<file path="config.mk">
export PLATFORM = sky130hd
export DESIGN_NAME = version_response_frame_parser
export DESIGN_NICKNAME = d
export VERILOG_FILES = /design/src/rtl/vrfp_pkg.sv /design/src/rtl/version_response_frame_parser.sv /design/src/rtl/vrfp_step.sv /design/src/rtl/vrfp_outq.sv
export SDC_FILE = /design/constraint.sdc
export NUM_CORES = 1
export LEC_CHECK = 0
export ABC_AREA = 1
export BUFFER_PORTS_ARGS = -buffer_cell sky130_fd_sc_hd__buf_2
export CAP_MARGIN = 30
export CELL_PAD_IN_SITES_DETAIL_PLACEMENT = 1
export CELL_PAD_IN_SITES_GLOBAL_PLACEMENT = 1
export CORE_UTILIZATION = 51
export CTS_CLUSTER_DIAMETER = 40
export CTS_CLUSTER_SIZE = 8
export DETAILED_ROUTE_END_ITERATION = 6
export PLACE_DENSITY = 0.94
export SYNTH_ARGS = -nofsm -noshare
export SYNTH_HDL_FRONTEND = slang
export SYNTH_SLANG_ARGS = --single-unit
</file>
<file path="constraint.sdc">
create_clock -name clk_i -period 7.4 [get_ports clk_i]
set_input_delay 0.37 -clock clk_i [delete_from_list [all_inputs] [get_ports clk_i]]
set_output_delay 0.37 -clock clk_i [all_outputs]
set_load 0.01 [all_outputs]
</file>
<file path="src/rtl/vrfp_pkg.sv">
package vrfp_pkg;

  // Header layout
  localparam int unsigned HdrLen  = 10;
  localparam int unsigned CmdHiAt = 4;
  localparam int unsigned FlgHiAt = 6;

  localparam logic [15:0] RespCmd = 16'h021d;

  // Flag bits selecting the body fields
  localparam int unsigned FlagSubdev = 0;
  localparam int unsigned FlagModule = 1;
  localparam int unsigned FlagMcu    = 2;
  localparam int unsigned FlagMd5    = 8;
  localparam int unsigned FlagHttp   = 9;
  localparam int unsigned FlagHttps  = 10;

  localparam logic [7:0] CommaChar = 8'h2c;

  // Body field slots, in walk order
  localparam logic [2:0] SlotSubdev = 3'd0;
  localparam logic [2:0] SlotModule = 3'd1;
  localparam logic [2:0] SlotMcu    = 3'd2;
  localparam logic [2:0] SlotMd5    = 3'd3;
  localparam logic [2:0] SlotUrl    = 3'd4;
  localparam int unsigned NumSlots  = 5;

  // Result kinds
  localparam logic KindData   = 1'b0;
  localparam logic KindStatus = 1'b1;

  // Field ids carried on data results
  localparam logic [2:0] FidSubdev   = 3'd0;
  localparam logic [2:0] FidModuleHw = 3'd1;
  localparam logic [2:0] FidModuleSw = 3'd2;
  localparam logic [2:0] FidMcuHw    = 3'd3;
  localparam logic [2:0] FidMcuSw    = 3'd4;
  localparam logic [2:0] FidMd5      = 3'd5;
  localparam logic [2:0] FidUrl      = 3'd6;

  // Status codes
  localparam logic [3:0] StOk       = 4'd0;
  localparam logic [3:0] StShort    = 4'd1;
  localparam logic [3:0] StUnknown  = 4'd2;
  localparam logic [3:0] StSubdev   = 4'd3;
  localparam logic [3:0] StModule   = 4'd4;
  localparam logic [3:0] StMcu      = 4'd5;
  localparam logic [3:0] StMd5      = 4'd6;
  localparam logic [3:0] StHttp     = 4'd7;
  localparam logic [3:0] StHttps    = 4'd8;

  // Result queue
  localparam int unsigned QDepth = 4;
  localparam int unsigned QPtrW  = $clog2(QDepth);
  localparam int unsigned QCntW  = $clog2(QDepth + 1);

  typedef struct packed {
    logic [7:0] frame_byte;
    logic       frame_end;
  } in_t;

  typedef struct packed {
    logic        kind;
    logic [2:0]  field_id;
    logic [7:0]  data_byte;
    logic [15:0] command;
    logic [15:0] flag_bits;
    logic [3:0]  status;
    logic        run_last;
  } out_t;

  // Up to two results per frame byte, data first
  typedef struct packed {
    logic [1:0] valid;
    out_t       res0;
    out_t       res1;
  } push_t;

endpackage

</file>
<file path="src/rtl/version_response_frame_parser.sv">
// Version-response frame parser. Takes one frame byte per item (frame_end on
// the last byte), skips the 10-byte header while latching command and flags,
// and for the version-report command walks the flag-selected length-prefixed
// fields, emitting each body byte as a data result tagged by field id; the two
// version fields are split at their first comma, which is not emitted. The
// frame's last byte also yields a status result (command, flags, error code).
// Data results are provisional until a status of 0 follows. Throughput is one
// item per cycle: an input register feeds the parse step, which updates its
// small state and pushes up to two results into a 4-entry result queue. Input
// stalls only while the queue has fewer than two free slots, i.e. when the
// consumer stalls or a frame-end byte produces both a data and a status result.
// An accepted item waits in the input register until the queue has room; its
// results are then written into the result queue, from which the output reads.
module version_response_frame_parser (
  input  logic            clk_i,
  input  logic            rst_ni,
  input  logic            in_valid_i,
  output logic            in_ready_o,
  input  vrfp_pkg::in_t   in_data_i,
  output logic            out_valid_o,
  input  logic            out_ready_i,
  output vrfp_pkg::out_t  out_data_o
);
  import vrfp_pkg::*;

  // input register
  logic  in_valid_q;
  in_t   in_q;
  logic  room;
  logic  fire;
  push_t push;

  // parse the held item once the queue can take its results
  assign fire       = in_valid_q && room;
  assign in_ready_o = !in_valid_q || fire;

  always_ff @(posedge clk_i or negedge rst_ni) begin
    if (!rst_ni) begin
      in_valid_q <= 1'b0;
    end else if (in_ready_o) begin
      in_valid_q <= in_valid_i;
    end
  end

  always_ff @(posedge clk_i) begin
    if (in_ready_o && in_valid_i) begin
      in_q <= in_data_i;
    end
  end

  vrfp_step u_step (
    .clk_i,
    .rst_ni,
    .fire_i (fire),
    .in_i   (in_q),
    .push_o (push)
  );

  vrfp_outq u_outq (
    .clk_i,
    .rst_ni,
    .push_i      (push),
    .room_o      (room),
    .out_valid_o,
    .out_ready_i,
    .out_data_o
  );

endmodule

</file>
<file path="src/rtl/vrfp_step.sv">
module vrfp_step (
  input  logic          clk_i,
  input  logic          rst_ni,
  input  logic          fire_i,
  input  vrfp_pkg::in_t in_i,
  output vrfp_pkg::push_t push_o
);
  import vrfp_pkg::*;

  typedef enum logic [2:0] {
    PhHeader,
    PhLenHi,
    PhLenLo,
    PhBody,
    PhDone,
    PhSkip
  } phase_e;

  typedef struct packed {
    logic       found;
    logic [2:0] idx;
  } next_t;

  function automatic logic slot_present(input logic [2:0] i, input logic [15:0] f);
    logic p;
    p = 1'b0;
    unique case (i)
      SlotSubdev: p = f[FlagSubdev];
      SlotModule: p = f[FlagModule];
      SlotMcu:    p = f[FlagMcu];
      SlotMd5:    p = f[FlagMd5];
      SlotUrl:    p = f[FlagHttp] | f[FlagHttps];
      default:    p = 1'b0;
    endcase
    return p;
  endfunction

  // First present slot at or after start
  function automatic next_t first_slot(input logic [2:0] start, input logic [15:0] f);
    next_t n;
    n = '0;
    for (int i = NumSlots - 1; i >= 0; i--) begin
      if (3'(i) >= start && slot_present(3'(i), f)) begin
        n.found = 1'b1;
        n.idx   = 3'(i);
      end
    end
    return n;
  endfunction

  function automatic logic [3:0] slot_error(input logic [2:0] i, input logic [15:0] f);
    logic [3:0] e;
    if (i < SlotUrl) begin
      e = StSubdev + {1'b0, i};
    end else begin
      e = f[FlagHttp] ? StHttp : StHttps;
    end
    return e;
  endfunction

  phase_e      phase_q, phase_d;
  logic [3:0]  hcnt_q, hcnt_d;
  logic [15:0] cmd_q, cmd_d;
  logic [15:0] flags_q, flags_d;
  logic [2:0]  idx_q, idx_d;
  logic [15:0] left_q, left_d;
  logic        comma_q, comma_d;
  logic [3:0]  err_q, err_d;

  logic        adv;
  logic [2:0]  adv_start;
  next_t       nxt;
  logic        ver;
  logic        emit;
  logic [2:0]  fid;
  logic [3:0]  st;
  logic [15:0] st_cmd, st_flags;
  out_t        data_r, stat_r;

  always_comb begin
    phase_d  = phase_q;
    hcnt_d   = hcnt_q;
    cmd_d    = cmd_q;
    flags_d  = flags_q;
    idx_d    = idx_q;
    left_d   = left_q;
    comma_d  = comma_q;
    err_d    = err_q;
    adv      = 1'b0;
    adv_start = '0;
    emit     = 1'b0;
    fid      = FidSubdev;
    ver      = (idx_q == SlotModule) || (idx_q == SlotMcu);
    st       = StOk;
    st_cmd   = '0;
    st_flags = '0;

    unique case (phase_q)
      PhHeader: begin
        if (hcnt_q == 4'(CmdHiAt) || hcnt_q == 4'(CmdHiAt + 1)) begin
          cmd_d = {cmd_q[7:0], in_i.frame_byte};
        end else if (hcnt_q == 4'(FlgHiAt) || hcnt_q == 4'(FlgHiAt + 1)) begin
          flags_d = {flags_q[7:0], in_i.frame_byte};
        end
        if (hcnt_q >= 4'(HdrLen - 1)) begin
          hcnt_d = '0;
          if (cmd_q == RespCmd) begin
            adv = 1'b1;
          end else begin
            err_d   = StUnknown;
            phase_d = PhSkip;
          end
        end else begin
          hcnt_d = hcnt_q + 4'd1;
        end
      end
      PhLenHi: begin
        left_d  = {in_i.frame_byte, 8'h00};
        phase_d = PhLenLo;
      end
      PhLenLo: begin
        left_d  = {left_q[15:8], in_i.frame_byte};
        comma_d = 1'b0;
        if (left_d == '0) begin
          adv       = 1'b1;
          adv_start = idx_q + 3'd1;
        end else begin
          phase_d = PhBody;
        end
      end
      PhBody: begin
        if (ver && !comma_q && in_i.frame_byte == CommaChar) begin
          comma_d = 1'b1;
        end else begin
          emit = 1'b1;
        end
        unique case (idx_q)
          SlotSubdev: fid = FidSubdev;
          SlotModule: fid = comma_q ? FidModuleSw : FidModuleHw;
          SlotMcu:    fid = comma_q ? FidMcuSw : FidMcuHw;
          SlotMd5:    fid = FidMd5;
          default:    fid = FidUrl;
        endcase
        left_d = left_q - 16'd1;
        if (left_d == '0) begin
          if (ver && !comma_d) begin
            err_d   = slot_error(idx_q, flags_q);
            phase_d = PhDone;
          end else begin
            adv       = 1'b1;
            adv_start = idx_q + 3'd1;
          end
        end
      end
      default: begin
        // done or skipping: bytes are dropped until frame end
      end
    endcase

    nxt = first_slot(adv_start, flags_d);
    if (adv) begin
      if (nxt.found) begin
        idx_d   = nxt.idx;
        left_d  = '0;
        comma_d = 1'b0;
        phase_d = PhLenHi;
      end else begin
        phase_d = PhDone;
      end
    end

    // Status reflects the state after this byte
    if (phase_d == PhHeader) begin
      st = StShort;
    end else begin
      st_cmd   = cmd_d;
      st_flags = flags_d;
      if (phase_d == PhLenHi || phase_d == PhLenLo || phase_d == PhBody) begin
        st = slot_error(idx_d, flags_d);
      end else begin
        st = err_d;
      end
    end

    if (in_i.frame_end) begin
      phase_d = PhHeader;
      hcnt_d  = '0;
      cmd_d   = '0;
      flags_d = '0;
      idx_d   = '0;
      left_d  = '0;
      comma_d = 1'b0;
      err_d   = StOk;
    end
  end

  always_comb begin
    data_r           = '0;
    data_r.kind      = KindData;
    data_r.field_id  = fid;
    data_r.data_byte = in_i.frame_byte;
    data_r.run_last  = !in_i.frame_end;

    stat_r           = '0;
    stat_r.kind      = KindStatus;
    stat_r.command   = st_cmd;
    stat_r.flag_bits = st_flags;
    stat_r.status    = st;
    stat_r.run_last  = 1'b1;

    push_o = '0;
    if (fire_i) begin
      if (emit) begin
        push_o.valid[0] = 1'b1;
        push_o.res0     = data_r;
        push_o.valid[1] = in_i.frame_end;
        push_o.res1     = stat_r;
      end else begin
        push_o.valid[0] = in_i.frame_end;
        push_o.res0     = stat_r;
      end
    end
  end

  always_ff @(posedge clk_i or negedge rst_ni) begin
    if (!rst_ni) begin
      phase_q <= PhHeader;
      hcnt_q  <= '0;
      cmd_q   <= '0;
      flags_q <= '0;
      idx_q   <= '0;
      left_q  <= '0;
      comma_q <= 1'b0;
      err_q   <= StOk;
    end else if (fire_i) begin
      phase_q <= phase_d;
      hcnt_q  <= hcnt_d;
      cmd_q   <= cmd_d;
      flags_q <= flags_d;
      idx_q   <= idx_d;
      left_q  <= left_d;
      comma_q <= comma_d;
      err_q   <= err_d;
    end
  end

endmodule

</file>
<file path="src/rtl/vrfp_outq.sv">
module vrfp_outq (
  input  logic              clk_i,
  input  logic              rst_ni,
  input  vrfp_pkg::push_t   push_i,
  output logic              room_o,
  output logic              out_valid_o,
  input  logic              out_ready_i,
  output vrfp_pkg::out_t    out_data_o
);
  import vrfp_pkg::*;

  out_t              mem_q [QDepth];
  logic [QPtrW-1:0]  wr_q, rd_q;
  logic [QCntW-1:0]  cnt_q;
  logic              pop;
  logic [QCntW-1:0]  n_push;
  logic [QPtrW-1:0]  wr_p1;

  assign pop         = out_valid_o && out_ready_i;
  assign n_push      = QCntW'(push_i.valid[0]) + QCntW'(push_i.valid[1]);
  assign wr_p1       = wr_q + QPtrW'(1);
  // room for the worst case of two results from one byte
  assign room_o      = cnt_q <= QCntW'(QDepth - 2);
  assign out_valid_o = cnt_q != '0;
  assign out_data_o  = mem_q[rd_q];

  always_ff @(posedge clk_i) begin
    if (push_i.valid[0]) begin
      mem_q[wr_q] <= push_i.res0;
    end
    if (push_i.valid[1]) begin
      mem_q[wr_p1] <= push_i.res1;
    end
  end

  always_ff @(posedge clk_i or negedge rst_ni) begin
    if (!rst_ni) begin
      wr_q  <= '0;
      rd_q  <= '0;
      cnt_q <= '0;
    end else begin
      wr_q  <= wr_q + QPtrW'(n_push);
      if (pop) begin
        rd_q <= rd_q + QPtrW'(1);
      end
      cnt_q <= cnt_q + n_push - QCntW'(pop);
    end
  end

endmodule

</file>
Word-level counts from Yosys, hierarchy flattened
Memories as Yosys holds them, arrays and structs flattened.
Cells that the tools add are included.
- flip-flop bits (word level): 80
- memories kept: 1
- output and inout port bits: 51
- memory bits (writable): 196
- logic and storage cells: 155
- input bits: 13
- memories (name ; depth ; bits a word ; read ports ; clocked after Yosys merged registers in ; wr ports ; line ; RTL):
    u_outq.mem_q ; 4 ; 49 ; 1 ; 0 ; 2 ; vrfp_outq.sv:12 ; out_t mem_q [QDepth];
- bitwise operators: 1
- equality and inequality tests: 15
- reductions and logical operators: 29
- add/sub/neg operators: 11
- order comparisons: 9
- mux-type cells: 75
- operators with widths (cell ; number):
    16-bit two-way mux ; 12
    100-bit two-way mux ; 1
    4-bit two-way mux ; 19
    50-bit two-way mux ; 1
    49-bit two-way mux ; 1
    3-bit two-way mux ; 16
    16-bit one-hot mux with 3 select lines ; 1
    16-bit zero test ; 2
    3-bit one-hot mux with 4 select lines ; 2
    3-bit by 2-bit == test with 1-bit output, second input constant ; 6
    1-bit two-way mux ; 17
    16-bit by 10-bit == test with 1-bit output, second input constant ; 1
    4-bit by 3-bit == test with 1-bit output, second input constant ; 4
    16-bit by 1-bit subtractor with 16-bit output, second input constant ; 1
    1-bit logical AND ; 11
    3-bit by 1-bit == test with 1-bit output, second input constant ; 3
    3-bit zero test ; 3
    2-bit by 3-bit adder with 4-bit output, first input constant ; 2
    8-bit by 6-bit == test with 1-bit output, second input constant ; 1
    4-bit one-hot mux with 2 select lines ; 1
    1-bit by 3-bit >= comparator with 1-bit output, first input constant ; 2
    2-bit by 3-bit >= comparator with 1-bit output, first input constant ; 2
    1-bit logical OR ; 6
    3-bit less-than comparator, second input constant ; 2
    19 further kinds ; 23

Longest topological paths before layout
- depth after elaboration: 30
- gate-level depth with buffers: 27
- gate-level depth less buffers: 27

Hierarchy
A second synthesis with hierarchy kept.
- cell total of the unflattened synthesis: 1959
- area total of the unflattened synthesis: 15695.1 um^2
- by module, submodules not included (module ; times used ; cells an instance ; area each (um^2) ; sequential area each (um^2)):
    vrfp_outq ; 1 ; 1164 ; 10217.3 ; 6060.8
    vrfp_step ; 1 ; 778 ; 5154.9 ; 1576.5
    version_response_frame_parser ; 1 ; 17 ; 322.8 ; 295.3

Worst setup path before layout
No wires, ideal clock.
- path kind: flip-flop to flip-flop
- start: register u_step.idx_q[0]
- end: memory u_outq.mem_q[2][0] (netlist bit), enable pin
- library setup time: 517 ps
- arrival time: 2566 ps
- path slack: 4317 ps
- buffers on the path: 1
- stages on the path, launching flop included: 13
- cells stage by stage: dfrtp_1 -> inv_1 -> ha_1 -> o21ai_0 -> nor2_1 -> nand2_1 -> nand2_1 -> inv_1 -> o21ai_1 -> nor2_2 -> inv_2 -> clkbuf_1 -> nand2_1
- RTL lines (element ; line ; RTL):
    from (decl) ; vrfp_step.sv:65 ; logic [2:0] idx_q, idx_d;
    from (signal assigned) ; vrfp_step.sv:240 ; idx_q <= idx_d;
    to (decl) ; vrfp_outq.sv:12 ;

==> out/summary.txt <==
status: finished with violations
violations in the final reports: DRC
count of H-tree levels built during CTS: 2
TritonCTS clock tree: yes
TritonCTS sink count: 276
post-route clock period utilization: 63.9%
worst slack, placed: 3.19 ns
routed via count divided by cell count: 6.55
area of the core: 26200 um^2
total half-perimeter wirelength after legalization and detailed placement: 28.3 mm
total leakage power: 6.38 nW
number of rows in the core area: 59
aggregate global-route resource usage: 37.9%
insertion delay of the later-clocked pin in the worst-skew pair: 0.57 ns
Total Neg Setup Slack: 0 ns
proportion of layout cells with a drive suffix above 1: 14.5%
post-synthesis sequential area ratio: 54.6%
Worst Setup Start Kind: flop
clock buffer depth: 3
max-cap violation count: 0
antenna violations before repair: 4
number of I/O pins: 64
Slowest-stage cell, CP: sky130_fd_sc_hd__nor2_1
total power divided by cell area: 489 nW/um^2
overflow left after global routing: 0
DIE AREA: 27600 um^2
CP peak stage delay: 0.77 ns
wire length on met1: 18.8 mm
synthesis-to-finish area growth: 15.2%
total length of routed met3 wires: 4.85 mm
max-slew headroom at the worst pin: 35.4%
root buffer selected by CTS: sky130_fd_sc_hd__clkbuf_16
number of synthesized register bits: 276
total number of nets in the final design: 1623
reg2reg start: u_step.idx_q[0]
first drt pass iteration count: 7
top fanout value on the critical path: 36
pin slew with the least headroom to its limit: 0.969 ns
worst path cell trace: inv_1 -> ha_1 -> o21ai_0 -> nor2_1 -> nand2_1 -> nand2_1 -> inv_1 -> o21ai_1 -> nor2_1 -> inv_1 -> o21ai_0 -> clkinv_1 -> buf_4 -> nor2_1
pin count of the biggest net entering global routing: 102
starting density of the core: 52.4%
met2 routed WL: 24.9 mm
drt initial violations: 1651
chip height: 166 um
Post-CTS Resized: 0
total count of hold-check failures in the final report: 0
quantity of I/O buffers inserted on ports: 63
data required time of the critical path: 7.78 ns
largest area contributor in the netlist: sky130_fd_sc_hd__edfxtp_1
number of global-route vias before repair: 13800
combined area of all synthesized cells: 13700 um^2
Final Critical Period: 4.73 ns
Total Wirelength: 51.6 mm
Max rail drop VDD: 0.477 mV
remaining design rule violation count: 18
Final Setup Violations: 0
post-synthesis average cell area: 8.96 um^2
f_max: 211 MHz
hold_sp: in_data_i[3]
synthesized netlist cell count: 1532
number of synthesized flops with an enable pin: 161
wire length of the first global-routing pass: 80.4 mm
arrival time at the worst endpoint: 5.11 ns
leading post-synthesis cells by instance count: 293 x sky130_fd_sc_hd__nor2_1, 195 x sky130_fd_sc_hd__o21ai_0, 163 x sky130_fd_sc_hd__nand2_1, 161 x sky130_fd_sc_hd__edfxtp_1, 150 x sky130_fd_sc_hd__inv_1
FILL cells: 2944
top-count cell post-synth: sky130_fd_sc_hd__nor2_1
number of library cell types mapped by synthesis: 50
maximum clock skew at final layout: 0.0317 ns
clock-pin slew reported for the worst setup and hold paths after clock tree synthesis: 0.06 ns
final count of pins violating max slew: 0
width of the die: 166 um
async set or reset register ratio after synthesis: 25.7%
launching element of the worst setup path: u_step.idx_q[0]
unrepaired setup endpoints after global routing: no
path class of the lowest-slack min-delay path: input pin to flop
TritonCTS buffer count: 44
Top Layer Used: met5
ranking of synthesized cells by area: sky130_fd_sc_hd__edfxtp_1 35%, sky130_fd_sc_hd__dfrtp_1 13%, sky130_fd_sc_hd__nor2_1 8.0%, sky130_fd_sc_hd__o21ai_0 7.1%, sky130_fd_sc_hd__dfxtp_1 6.4%
routed length per instance: 26.3 um
Worst Setup End Kind: flop
syn nets: 1563
post-route ant nets: 0
portion of synthesized cell area occupied by the leading cell type: 35.2%
fin worst setup slack: 2.67 ns
GP Congestion: 0.924
classification of the worst setup path: flop to flop
number of warnings reported in the yosys synthesis log: 0
routed via count: 12900
dominant register cell in the synthesized netlist: sky130_fd_sc_hd__edfxtp_1
[worst paths after layout]
check | end | slack, ns | cells past startpoint
max | u_outq.mem_q[1][2] | 2.67 | 14
min | in_q[3] | 0.02 | 1
max reg2reg | u_outq.mem_q[1][2] | 2.67 | 14
min reg2reg | u_outq.mem_q[2][43] | 0.47 | 2
max in group asynchronous | u_outq.rd_q[0] | 6.61 | 3
min in group asynchronous | u_step.cmd_q[8] | 0.17 | 2
[per-layer routing]
layer | vias to the layer above | track usage [%]
li1 | 5341 | -
met1 | 6272 | 46.2
met2 | 957 | 62.9
met3 | 297 | 7.27
met4 | 4 | 22.2
met5 | - | 0
[repair_timing]
| action | 4_1_cts | 5_1_grt |
|---|---|---|
| hold buffers | 8 | 1 |
| hold endpoints to repair | 8 | 71 |
| buffers inserted | 0 | 0 |
[cells in the final DEF (no fill, tap or decap), types with 13 or more instances in the layout]
master / netlist / routed
sky130_fd_sc_hd__nand3_1: 45 / 45
sky130_fd_sc_hd__a21oi_1: 39 / 39
sky130_fd_sc_hd__nor2_1: 293 / 292
sky130_fd_sc_hd__inv_1: 150 / 149
sky130_fd_sc_hd__clkbuf_1: 68 / 24
sky130_fd_sc_hd__nor2_2: 47 / 47
sky130_fd_sc_hd__buf_4: 2 / 17
sky130_fd_sc_hd__buf_2: 1 / 62
sky130_fd_sc_hd__dfrtp_1: 71 / 70
sky130_fd_sc_hd__nand2_1: 163 / 163
sky130_fd_sc_hd__clkbuf_16: 0 / 47
sky130_fd_sc_hd__o21a_1: 13 / 13
sky130_fd_sc_hd__dfxtp_1: 44 / 44
sky130_fd_sc_hd__o21ai_0: 195 / 194
sky130_fd_sc_hd__edfxtp_1: 161 / 161
sky130_fd_sc_hd__ha_1: 17 / 17
sky130_fd_sc_hd__o22ai_1: 103 / 103
[registers in the layout (all words and copies together) (netlist names), 4 cells and up]
register and cells:
u_outq.mem_q 196, u_step.cmd_q 16, u_step.left_q 16, u_step.err_q 4
u_step.hcnt_q 4, in_q 9, u_step.flags_q 16
[power breakdown]
| part | internal [W] | leakage [nW] | total [W] | switching (W) |
|---|---|---|---|---|
| combinational | 0.000923 | 2.89 | 0.00354 | 0.00261 |
| clock | 0.00120 | 0.661 | 0.00199 | 0.000795 |
| sequential | 0.00197 | 2.83 | 0.00220 | 0.000231 |
| total | 0.00408 | 6.38 | 0.00772 | 0.00364 |
[cells by family after synthesis]
logic type / after synthesis / synth area share, %
AOI/OAI and AO/OA: 381 / 15.6
xor gates and xnor gates: 10 / 0.693
adders and majority gates: 18 / 1.70
buffers and inverters: 241 / 6.79
DFF: 276 / 54.6
and+or+nand+nor: 606 / 20.6
[final cells by class]
cell class | instances | area, um^2 | share of cell area (%)
Clock inverter | 9 | 82.6 | 0.523
Timing Repair Buffer | 90 | 583 | 3.69
Sequential cell | 276 | 7490 | 47.4
Antenna cell | 2 | 5.00 | 0.0317
Tap cell | 335 | 419 | 2.65
Inverter | 165 | 622 | 3.94
Clock buffer | 73 | 1290 | 8.19
Multi-Input combinational cell | 1015 | 5300 | 33.6
[stage by stage]
stage | cells | utilization, % | hold WS [ns] | power, W | cell area, um^2
floorplan | 1532 | - | 0.0744 | 0.00448 | 13700
global placement | 1869 | 54.4 | 0.440 | 0.00527 | 14300
detailed placement | 1870 | 54.5 | 0.454 | 0.00547 | 14300
CTS | 1960 | 60.0 | 0.00535 | 0.00758 | 15700
global route | 1963 | 60.3 | 0.0212 | 0.00802 | 15800
finish | 1965 | 60.3 | 0.0195 | 0.00772 | 15800
[critical path: cells and delay by family (launching register included)]
kind	cells	cell delay (ns)
buffers and inverters	5	1.38
flip-flops	1	0.48
AND/OR/NAND/NOR	5	1.52
AO/OA/AOI/OAI	3	0.85
adder cells (fa/ha/maj)	1	0.29
Power figures use the tool's default switching activity.
